===== config.mk =====
export PLATFORM = sky130hd
export DESIGN_NAME = mono_downmix_highpass_pcm16_core
export DESIGN_NICKNAME = d
export VERILOG_FILES = /design/src/design/mdhp_pkg.sv /design/src/design/mdhp_lane.sv /design/src/design/mdhp_merge.sv /design/src/design/mdhp_filter.sv /design/src/design/mono_downmix_highpass_pcm16_core.sv
export VERILOG_INCLUDE_DIRS = /design/src /design/src/design
export SDC_FILE = /design/constraint.sdc
export NUM_CORES = 2
export LEC_CHECK = 0
export BUFFER_PORTS_ARGS = -buffer_cell sky130_fd_sc_hd__buf_2
export CORE_MARGIN = 2
export CORE_UTILIZATION = 64
export CTS_CLUSTER_DIAMETER = 150
export DETAILED_ROUTE_END_ITERATION = 8
export GPL_ROUTABILITY_DRIVEN = 0
export HOLD_SLACK_MARGIN = 0.08
export PLACE_DENSITY = 0.86
export SYNTH_ARGS = -nofsm -noshare
export SYNTH_HDL_FRONTEND = slang
export SYNTH_SLANG_ARGS = --single-unit

===== constraint.sdc =====
create_clock -name clk -period 9.2 [get_ports clk]
set_input_delay 0.46 -clock clk [delete_from_list [all_inputs] [get_ports clk]]
set_output_delay 0.46 -clock clk [all_outputs]
set_load 0.05 [all_outputs]

===== src/design/mono_downmix_highpass_pcm16_core_macros.svh =====
// Assertion macros shared by the mono downmix high-pass core.
`ifndef MONO_DOWNMIX_HIGHPASS_PCM16_CORE_MACROS_SVH
`define MONO_DOWNMIX_HIGHPASS_PCM16_CORE_MACROS_SVH

// Same-cycle implication, disabled while reset is held.
`define MDHP_ASSERT_NOW(label, ante, cons, msg) \
  label: assert property (@(posedge clk) disable iff (!rst_n) (ante) |-> (cons)) \
    else $error(msg);

// Next-cycle implication, disabled while reset is held.
`define MDHP_ASSERT_NEXT(label, ante, cons, msg) \
  label: assert property (@(posedge clk) disable iff (!rst_n) (ante) |=> (cons)) \
    else $error(msg);

`endif


===== src/design/mdhp_pkg.sv =====
// Shared types, constants and codes for the mono downmix high-pass core.
`default_nettype none
package mdhp_pkg;

  localparam int SAMPLE_W     = 24;
  localparam int NUM_LANES    = 2;
  localparam int MAX_CHANNELS = 2;
  localparam int CH_CNT_W     = 2;
  localparam int GAIN_W       = 16;
  localparam int ALPHA_W      = 16;
  localparam int PCM_W        = 16;
  localparam int MIX_W        = SAMPLE_W + 1;
  localparam int CFG_IDX_W    = 8;
  localparam int CFG_DATA_W   = 16;

  localparam logic [CH_CNT_W-1:0] CH_CNT_RESET  = CH_CNT_W'(1);
  localparam logic [GAIN_W-1:0]   GAIN_RESET    = GAIN_W'(4096);
  localparam logic                HPF_EN_RESET  = 1'b1;
  localparam logic [ALPHA_W-1:0]  ALPHA_RESET   = ALPHA_W'(64772);
  localparam logic signed [PCM_W-1:0] PCM_SCALE = 16'sd32767;

  localparam logic [CFG_IDX_W-1:0] REG_CHANNEL_COUNT = CFG_IDX_W'(0);
  localparam logic [CFG_IDX_W-1:0] REG_INPUT_GAIN    = CFG_IDX_W'(1);
  localparam logic [CFG_IDX_W-1:0] REG_HPF_ENABLE    = CFG_IDX_W'(2);
  localparam logic [CFG_IDX_W-1:0] REG_HPF_ALPHA     = CFG_IDX_W'(3);

  typedef logic signed [SAMPLE_W-1:0] sample_t;
  typedef logic signed [PCM_W-1:0]    pcm_t;

  typedef enum logic [2:0] {
    ST_IDLE,
    ST_MIX,
    ST_GAIN,
    ST_FILT,
    ST_ALPHA,
    ST_SCALE,
    ST_ROUND
  } state_t;

  typedef struct packed {
    logic clear;
    logic gain;
    logic filt;
    logic alpha;
    logic scale;
  } ctrl_t;

endpackage
`default_nettype wire


===== src/design/mdhp_lane.sv =====
// One channel lane: captures its sample, or zero when the channel is inactive.
`default_nettype none
module mdhp_lane (
  input  wire logic              clk,
  input  wire logic              load,
  input  wire logic              active,
  input  wire mdhp_pkg::sample_t sample,
  output mdhp_pkg::sample_t      lane_q
);
  import mdhp_pkg::*;

  sample_t lane_r;

  always_ff @(posedge clk) begin
    if (load) begin
      lane_r <= active ? sample : '0;
    end
  end

  assign lane_q = lane_r;

endmodule
`default_nettype wire


===== src/design/mdhp_merge.sv =====
// Merge stage: sums the lane samples and halves the sum for a stereo frame.
`default_nettype none
module mdhp_merge (
  input  wire logic              clk,
  input  wire logic              load,
  input  wire logic              two_ch,
  input  wire mdhp_pkg::sample_t lanes [mdhp_pkg::NUM_LANES],
  output mdhp_pkg::sample_t      mono
);
  import mdhp_pkg::*;

  logic signed [MIX_W-1:0] sum;
  logic signed [MIX_W-1:0] halved;
  sample_t                 mono_r;

  always_comb begin
    sum = '0;
    for (int i = 0; i < NUM_LANES; i++) begin
      sum = sum + MIX_W'(lanes[i]);
    end
    halved = sum >>> 1;
  end

  always_ff @(posedge clk) begin
    if (load) begin
      mono_r <= two_ch ? halved[SAMPLE_W-1:0] : sum[SAMPLE_W-1:0];
    end
  end

  assign mono = mono_r;

endmodule
`default_nettype wire


===== src/design/mdhp_filter.sv =====
// Gain, one-pole high-pass filter with its history, and PCM scaling.
`default_nettype none
module mdhp_filter (
  input  wire logic                             clk,
  input  wire logic                             rst_n,
  input  wire mdhp_pkg::ctrl_t                  ctrl,
  input  wire logic                             hpf_en,
  input  wire logic [mdhp_pkg::GAIN_W-1:0]      gain,
  input  wire logic [mdhp_pkg::ALPHA_W-1:0]     alpha,
  input  wire mdhp_pkg::sample_t                mono,
  output mdhp_pkg::pcm_t                        pcm
);
  import mdhp_pkg::*;

  localparam int M_W     = SAMPLE_W + 4;
  localparam int GPROD_W = SAMPLE_W + GAIN_W + 1;
  localparam int APROD_W = 32 + ALPHA_W + 1;
  localparam int CLAMP_W = SAMPLE_W + 1;
  localparam int PPROD_W = CLAMP_W + PCM_W;

  localparam logic signed [31:0]      ONE_Q23  = 32'sd8388608;
  localparam logic signed [31:0]      NEG_ONE  = -32'sd8388608;
  localparam logic signed [33:0]      S32_MAX  = 34'sd2147483647;
  localparam logic signed [33:0]      S32_MIN  = -34'sd2147483648;

  logic signed [M_W-1:0]     m_r;
  logic signed [M_W-1:0]     pin_r;
  logic signed [31:0]        pout_r;
  logic signed [31:0]        s_r;
  logic signed [31:0]        v_r;
  logic signed [PPROD_W-1:0] pprod_r;

  logic signed [GPROD_W-1:0] gprod;
  logic signed [GPROD_W-1:0] grnd;
  logic signed [33:0]        fsum;
  logic signed [31:0]        fsat;
  logic signed [APROD_W-1:0] aprod;
  logic signed [APROD_W-1:0] arnd;
  logic signed [CLAMP_W-1:0] vclamp;
  logic signed [PPROD_W-1:0] pprod;
  logic signed [PPROD_W-1:0] prnd;

  always_comb begin
    gprod = mono * $signed({1'b0, gain});
    grnd  = gprod + GPROD_W'(2048);
    fsum  = 34'(pout_r) + 34'(m_r) - 34'(pin_r);
    if (fsum > S32_MAX) begin
      fsat = 32'sh7fffffff;
    end else if (fsum < S32_MIN) begin
      fsat = 32'sh80000000;
    end else begin
      fsat = fsum[31:0];
    end
    aprod = s_r * $signed({1'b0, alpha});
    arnd  = aprod + APROD_W'(32768);
    if (v_r > ONE_Q23) begin
      vclamp = ONE_Q23[CLAMP_W-1:0];
    end else if (v_r < NEG_ONE) begin
      vclamp = NEG_ONE[CLAMP_W-1:0];
    end else begin
      vclamp = v_r[CLAMP_W-1:0];
    end
    pprod = vclamp * PCM_SCALE;
    prnd  = pprod_r + PPROD_W'(4194304);
  end

  // Filter history: cleared at reset and by the start flag.
  always_ff @(posedge clk) begin
    if (!rst_n) begin
      pin_r  <= '0;
      pout_r <= '0;
    end else if (ctrl.clear) begin
      pin_r  <= '0;
      pout_r <= '0;
    end else if (ctrl.alpha) begin
      pin_r  <= m_r;
      // alpha below 1.0 keeps the rounded product inside 32 bits
      pout_r <= arnd[47:16];
    end
  end

  always_ff @(posedge clk) begin
    if (ctrl.gain) begin
      m_r <= grnd[M_W+11:12];
    end
    if (ctrl.filt) begin
      if (hpf_en) begin
        s_r <= fsat;
      end else begin
        v_r <= 32'(m_r);
      end
    end
    if (ctrl.alpha) begin
      v_r <= arnd[47:16];
    end
    if (ctrl.scale) begin
      pprod_r <= pprod;
    end
  end

  assign pcm = prnd[PCM_W+22:23];

endmodule
`default_nettype wire


===== src/design/mono_downmix_highpass_pcm16_core.sv =====
// Top level: configuration, sequencer, channel lanes and output register.
//
// Usage:
//   in_*  : one audio frame per transfer. in_tdata carries two signed Q1.23
//           samples, in_tuser the start-of-capture flag (clears the filter
//           history first), in_tlast the end-of-chunk flag.
//   out_* : one signed 16-bit PCM sample per frame, out_tlast copies the
//           end-of-chunk flag of that frame.
//   cfg_* : register writes (index 0 channel count, 1 gain, 2 filter
//           enable, 3 alpha); always ready, to be written while idle.
// Timing: the result passes through one step each for downmix, gain, filter
//   sum, alpha multiply (skipped with the filter bypassed), PCM scale and
//   rounding; one frame is in flight at a time, so a new frame is taken only
//   after the previous one has left the final step, which needs the output free.
//   The next frame is taken as soon as the sequencer is idle, even while the
//   previous result waits in the output register.
// Reset (synchronous, rst_n low): registers return to their defaults, the
//   filter history is zeroed and the output register is emptied.
// Stall: a full output register with out_tready low holds the sequencer in
//   its final step until the result is taken.
`default_nettype none
`include "mono_downmix_highpass_pcm16_core_macros.svh"
module mono_downmix_highpass_pcm16_core (
  input  wire logic                              clk,
  input  wire logic                              rst_n,
  input  wire logic                              in_tvalid,
  output logic                                   in_tready,
  input  wire logic [2*mdhp_pkg::SAMPLE_W-1:0]   in_tdata,  // sample_ch0, sample_ch1
  input  wire logic                              in_tuser,  // start_of_capture
  input  wire logic                              in_tlast,
  output logic                                   out_tvalid,
  input  wire logic                              out_tready,
  output logic [mdhp_pkg::PCM_W-1:0]             out_tdata, // pcm_sample
  output logic                                   out_tlast,
  input  wire logic                              cfg_valid,
  output logic                                   cfg_ready,
  input  wire logic [mdhp_pkg::CFG_IDX_W-1:0]    cfg_index,
  input  wire logic [mdhp_pkg::CFG_DATA_W-1:0]   cfg_data
);
  import mdhp_pkg::*;

  logic [CH_CNT_W-1:0] ch_cnt_r;
  logic [GAIN_W-1:0]   gain_r;
  logic                hpf_en_r;
  logic [ALPHA_W-1:0]  alpha_r;

  state_t state_r;
  state_t state_nxt;
  ctrl_t  ctrl;

  logic                start_r;
  logic                last_r;
  logic                out_tvalid_r;
  pcm_t                out_pcm_r;
  logic                out_last_r;

  logic                in_xfer;
  logic                out_free;
  logic [CH_CNT_W-1:0] nch;
  logic                two_ch;
  sample_t             lanes [NUM_LANES];
  sample_t             mono;
  pcm_t                pcm;

  assign cfg_ready = 1'b1;
  assign in_xfer   = in_tvalid && in_tready;
  assign out_free  = !out_tvalid_r || out_tready;

  always_ff @(posedge clk) begin
    if (!rst_n) begin
      ch_cnt_r <= CH_CNT_RESET;
      gain_r   <= GAIN_RESET;
      hpf_en_r <= HPF_EN_RESET;
      alpha_r  <= ALPHA_RESET;
    end else if (cfg_valid) begin
      unique case (cfg_index)
        REG_CHANNEL_COUNT: ch_cnt_r <= cfg_data[CH_CNT_W-1:0];
        REG_INPUT_GAIN:    gain_r   <= cfg_data[GAIN_W-1:0];
        REG_HPF_ENABLE:    hpf_en_r <= cfg_data[0];
        REG_HPF_ALPHA:     alpha_r  <= cfg_data[ALPHA_W-1:0];
        default: begin
          // drop writes beyond the register list
        end
      endcase
    end
  end

  // Active channel count: zero counts as one, then limit to the channel maximum and the lanes.
  always_comb begin
    nch = (ch_cnt_r == '0) ? CH_CNT_W'(1) : ch_cnt_r;
    if (nch > CH_CNT_W'(MAX_CHANNELS)) begin
      nch = CH_CNT_W'(MAX_CHANNELS);
    end
    if (nch > CH_CNT_W'(NUM_LANES)) begin
      nch = CH_CNT_W'(NUM_LANES);
    end
    two_ch = (nch == CH_CNT_W'(2));
  end

  always_ff @(posedge clk) begin
    if (!rst_n) begin
      state_r <= ST_IDLE;
    end else begin
      state_r <= state_nxt;
    end
  end

  always_comb begin
    state_nxt = state_r;
    unique case (state_r)
      ST_IDLE:  if (in_xfer) state_nxt = ST_MIX;
      ST_MIX:   state_nxt = ST_GAIN;
      ST_GAIN:  state_nxt = ST_FILT;
      ST_FILT:  state_nxt = hpf_en_r ? ST_ALPHA : ST_SCALE;
      ST_ALPHA: state_nxt = ST_SCALE;
      ST_SCALE: state_nxt = ST_ROUND;
      ST_ROUND: if (out_free) state_nxt = ST_IDLE;
      default:  state_nxt = ST_IDLE;
    endcase
  end

  always_comb begin
    in_tready = 1'b0;
    ctrl      = '0;
    unique case (state_r)
      ST_IDLE:  in_tready  = 1'b1;
      ST_MIX:   ctrl.clear = start_r;
      ST_GAIN:  ctrl.gain  = 1'b1;
      ST_FILT:  ctrl.filt  = 1'b1;
      ST_ALPHA: ctrl.alpha = 1'b1;
      ST_SCALE: ctrl.scale = 1'b1;
      ST_ROUND: begin
      end
      default: begin
      end
    endcase
  end

  always_ff @(posedge clk) begin
    if (in_xfer) begin
      start_r <= in_tuser;
      last_r  <= in_tlast;
    end
  end

  for (genvar i = 0; i < NUM_LANES; i++) begin : g_lane
    mdhp_lane u_lane (
      .clk    (clk),
      .load   (in_xfer),
      .active (CH_CNT_W'(i) < nch),
      .sample (in_tdata[i*SAMPLE_W +: SAMPLE_W]),
      .lane_q (lanes[i])
    );
  end

  mdhp_merge u_merge (
    .clk    (clk),
    .load   (state_r == ST_MIX),
    .two_ch (two_ch),
    .lanes  (lanes),
    .mono   (mono)
  );

  mdhp_filter u_filter (
    .clk    (clk),
    .rst_n  (rst_n),
    .ctrl   (ctrl),
    .hpf_en (hpf_en_r),
    .gain   (gain_r),
    .alpha  (alpha_r),
    .mono   (mono),
    .pcm    (pcm)
  );

  always_ff @(posedge clk) begin
    if (!rst_n) begin
      out_tvalid_r <= 1'b0;
    end else if (state_r == ST_ROUND && out_free) begin
      out_tvalid_r <= 1'b1;
    end else if (out_tready) begin
      out_tvalid_r <= 1'b0;
    end
  end

  always_ff @(posedge clk) begin
    if (state_r == ST_ROUND && out_free) begin
      out_pcm_r  <= pcm;
      out_last_r <= last_r;
    end
  end

  assign out_tvalid = out_tvalid_r;
  assign out_tdata  = out_pcm_r;
  assign out_tlast  = out_last_r;

  `MDHP_ASSERT_NEXT(a_accept_starts_mix, in_xfer, state_r == ST_MIX,
    "accepted frame did not enter the downmix step")
  `MDHP_ASSERT_NEXT(a_round_loads_output, (state_r == ST_ROUND) && out_free,
    out_tvalid_r && (state_r == ST_IDLE), "finished frame not moved to output")
  `MDHP_ASSERT_NEXT(a_round_holds_on_stall, (state_r == ST_ROUND) && !out_free,
    state_r == ST_ROUND, "sequencer left final step while output blocked")

endmodule
`default_nettype wire


==> results.sh <==
export IMPL_outcome="finished clean"
export IMPL_r2r_start="u_filter.v_r[30]$_DFFE_PP_"
export IMPL_stdcell_area_um2=57000
export IMPL_drt_iter0_markers=3144
export IMPL_clk_pin_slew_worst_paths_ns=0.07
export IMPL_grt_start_max_net_pins=90
export IMPL_tightest_slew_ns=1.34
export IMPL_layout_commonest_cell="inv_1"
export IMPL_rsz0062_at_grt="no"
export IMPL_numPortBuffers=97
export IMPL_min_from="cfg_data[13]"
export IMPL_clock_latency_ns=0.58
export IMPL_synthFlopType="edfxtp_1"
export IMPL_antenna_cells=0
export IMPL_finalNetCount=7249
export IMPL_totalWireLength_um=129000
export IMPL_postSynthCellCount=5703
export IMPL_synth_edff_count=200
export IMPL_ant_nets=0
export IMPL_vias=39076
export IMPL_grt_usage_pct=31.2
export IMPL_fp_dieH_um=295
export IMPL_yosys_warnings=0
export IMPL_timing_final_ws_setup_ns=0.549
export IMPL_synth_area_um2=54300
export IMPL_max_freq_mhz=116
export IMPL_register_area_um2=7970
export IMPL_grt_antenna_before_repair=0
export IMPL_finalSetupTns_ns=0
export IMPL_swShare_pct=47.0
export IMPL_cp_startpoint="u_filter.v_r[30]$_DFFE_PP_"
export IMPL_p_leak_nw=28.2
export IMPL_worst_hold_path_type="in -> reg"
export IMPL_vias_per_cell=5.73
export IMPL_timing_rr_end="u_filter.pprod_r[38]$_DFFE_PN_"
export IMPL_maxCapViolCount=0
export IMPL_dpl_cell_count=6731
export IMPL_p_int_mw=4.32
export IMPL_pwr_share_comb_pct=62.8
export IMPL_fin_crit_sh_pct=94.0
export IMPL_crit_path_end_kind="flop"
export IMPL_crit_path_start_kind="flop"
export IMPL_overflow=0
export IMPL_clockBufferDepth=3
export IMPL_cts_sinks=298
export IMPL_final_layout_size_suffix_gt1_share_pct=4.80
export IMPL_postSynth_asyncResetShare_pct=0
export IMPL_cts_made_buffers=35
export IMPL_yosysUniqueCellTypes=77
export IMPL_coreArea_um2=83800
export IMPL_fp_row_count=106
export IMPL_whs_path_depth=3
export IMPL_drv_slew=0
export IMPL_r2r_setup_slack_ns=0.55
export IMPL_h_tree_depth=2
export IMPL_holdWs_ns=0.148
export IMPL_grt_pass1_wl_um=215000
export IMPL_setup_viol=0
export IMPL_start_util_pct=64.8
export IMPL_fin_cells=6821
export IMPL_yosysSeqAreaShare_pct=14.7
export IMPL_drt_first_pass_iters=6
export IMPL_yosys_area_top_type="fa_1"
export IMPL_layout_common_cells="inv_1, fa_1, nand2_1"
export IMPL_rr_worst_depth=23
export IMPL_max_slew_margin_pct=10.5
export IMPL_pwr_share_seq_pct=20.2
export IMPL_final_hold_viol_count=0
export IMPL_io_pins=99
export IMPL_ir_drop_mv=0.291
export IMPL_worst_hold_path_endpoint="alpha_r[13]$_SDFFE_PN1P_"
export IMPL_final_core_util_pct=68.0
export IMPL_fin_skew_ns=0.0454
export IMPL_hpwl_um=105000
export IMPL_grt_pass1_vias=43102
export IMPL_multi_input_area_um2=40400
export IMPL_root_buffer="clkbuf_16"
export IMPL_clockPowerShare_pct=16.9
export IMPL_timing_final_crit_period_ns=8.65
export IMPL_synth_area_per_cell_um2=9.52
export IMPL_worstPathMaxFanout=31
export IMPL_placed_area_um2=55600
export IMPL_drcViolationCount=0
export IMPL_dp_slack_ns=0.914
export IMPL_detail_route_wl_per_cell_um=18.9
export IMPL_synth_seq_cells=298
export IMPL_syn2layout_area_growth_pct=5.00
export IMPL_arrival_ns=8.95
export IMPL_worstSetupPathType="reg -> reg"
export IMPL_nFillCells=6070
export IMPL_die_width_um=295
export IMPL_total_power_mw=8.16
export IMPL_p_sw_mw=3.84
export IMPL_required_ns=9.50
export IMPL_synth_area_leaders="fa_1, edfxtp_1, ha_1"
export IMPL_cts_tree="done"
export IMPL_netlist_area_leader_share_pct=40.4
export IMPL_syn_num_nets=7292
export IMPL_dieArea_um2=87200
export IMPL_power_density_nw_per_um2=143
[routing by layer]
| metal | global-route usage [%] | vias up | part of all wire [%] |
|---|---|---|---|
| met5 | 0 | - | 0 |
| met4 | 14.8 | 0 | 5.2 |
| met3 | 4.22 | 483 | 7.3 |
| met2 | 54.7 | 1801 | 50 |
| met1 | 38.4 | 19658 | 37 |
| li1 | - | 17134 | - |
[final cells by class]
| type | instances | area share [%] |
|---|---|---|
| clock buffers | 44 | 1.65 |
| flip-flops and latches | 298 | 14.0 |
| multi-input cells | 3823 | 70.8 |
| repair buffers | 175 | 1.99 |
| clock inverters | 20 | 0.340 |
| well taps | 1134 | 2.49 |
| inverters | 1327 | 8.74 |
[sequential cells by signal (all words and copies together), names as in the netlist]
register,count
u_filter.v_r,32
u_filter.pprod_r,17
g_lane.u_lane.lane_q,48
last_r,1
start_r,1
alpha_r,16
state_r,3
hpf_en_r,1
out_tdata,16
u_merge.mono,24
u_filter.m_r,28
u_filter.s_r,32
out_tvalid,1
gain_r,16
u_filter.pout_r,32
u_filter.pin_r,28
out_tlast,1
ch_cnt_r,1
[power groups by stage]
| stage | Sequential [mW] | Combinational, mW | Clock [mW] |
|---|---|---|---|
| after floorplan | 1.59 | 3.67 | 0 |
| after global placement | 1.67 | 4.86 | 0 |
| after detailed placement | 1.67 | 4.99 | 0 |
| after CTS | 1.65 | 5.05 | 1.39 |
| after global routing | 1.66 | 5.62 | 1.44 |
| final | 1.65 | 5.12 | 1.38 |
[repair_timing]
item,CTS,global route
endpoints found under the setup margin,0,0
gates resized for setup,0,0
buffers inserted,0,0
hold endpoints to repair,25,1
hold buffers,25,1
[synth_stat cells, drive strengths merged (9+ instances only)]
master and count:
nor4 9, a21o 96, xor2 71, fa 1097, a21oi 185, and2 491
a31oi 13, nand4 21, a211oi 22, nor3 19, o21bai 22, clkbuf 239
or2 10, edfxtp 200, nand2b 17, o211ai 9, dfxtp 98, o22ai 37
o21ai 106, nor2 93, nand2 728, a21boi 28, nand3 46, nor2b 10
buf 16, inv 1327, o21a 17, and3 26, ha 413, xnor2 129
[cell families (layout without fill, tap and decap cells)]
family                     count (synthesis)  after routing  synth area share (%)
xor gates and xnor gates                 200            200                  3.23
muxes                                     12             12                 0.237
buffers and inverters                   1582           1566                  11.0
DFF                                      298            298                  14.7
adders and majority gates               1515           1515                  50.0
other                                      1              1               0.00691
AOI/OAI and AO/OA                        594            594                  7.35
and+or+nand+nor                         1501           1501                  13.4
[how the worst max path moves through the flow]
stage / slack (ns) / cells past startpoint / to
2_1_floorplan: 1.97 / 28 / u_filter.pprod_r[36]$_DFFE_PN_
3_3_place_gp: 1.12 / 23 / u_filter.pprod_r[38]$_DFFE_PN_
3_5_place_dp: 0.91 / 26 / u_filter.pprod_r[38]$_DFFE_PN_
4_1_cts: 0.80 / 24 / u_filter.pprod_r[38]$_DFFE_PN_
5_1_grt: 0.09 / 24 / u_filter.pprod_r[38]$_DFFE_PN_
6_report: 0.55 / 23 / u_filter.pprod_r[38]$_DFFE_PN_
[critical path, cell delays in order, from the launching register on]
cell	delay (ns)
edfxtp_1	0.40
or4_1	0.56
nor2_1	0.25
a22o_1	0.79
and2_1	0.45
xnor2_1	0.25
a21oi_1	0.17
nor2_1	0.05
a2111oi_0	1.06
fa_1	0.61
fa_1	0.47
fa_1	0.50
inv_1	0.05
fa_1	0.48
inv_1	0.06
ha_1	0.32
nand4_1	0.10
a21oi_1	0.19
o2111ai_1	0.21
a211oi_1	0.51
o211ai_1	0.24
a211oi_1	0.38
a21oi_1	0.17
xnor2_1	0.17
No activity file was read; power rests on OpenSTA's default activity.
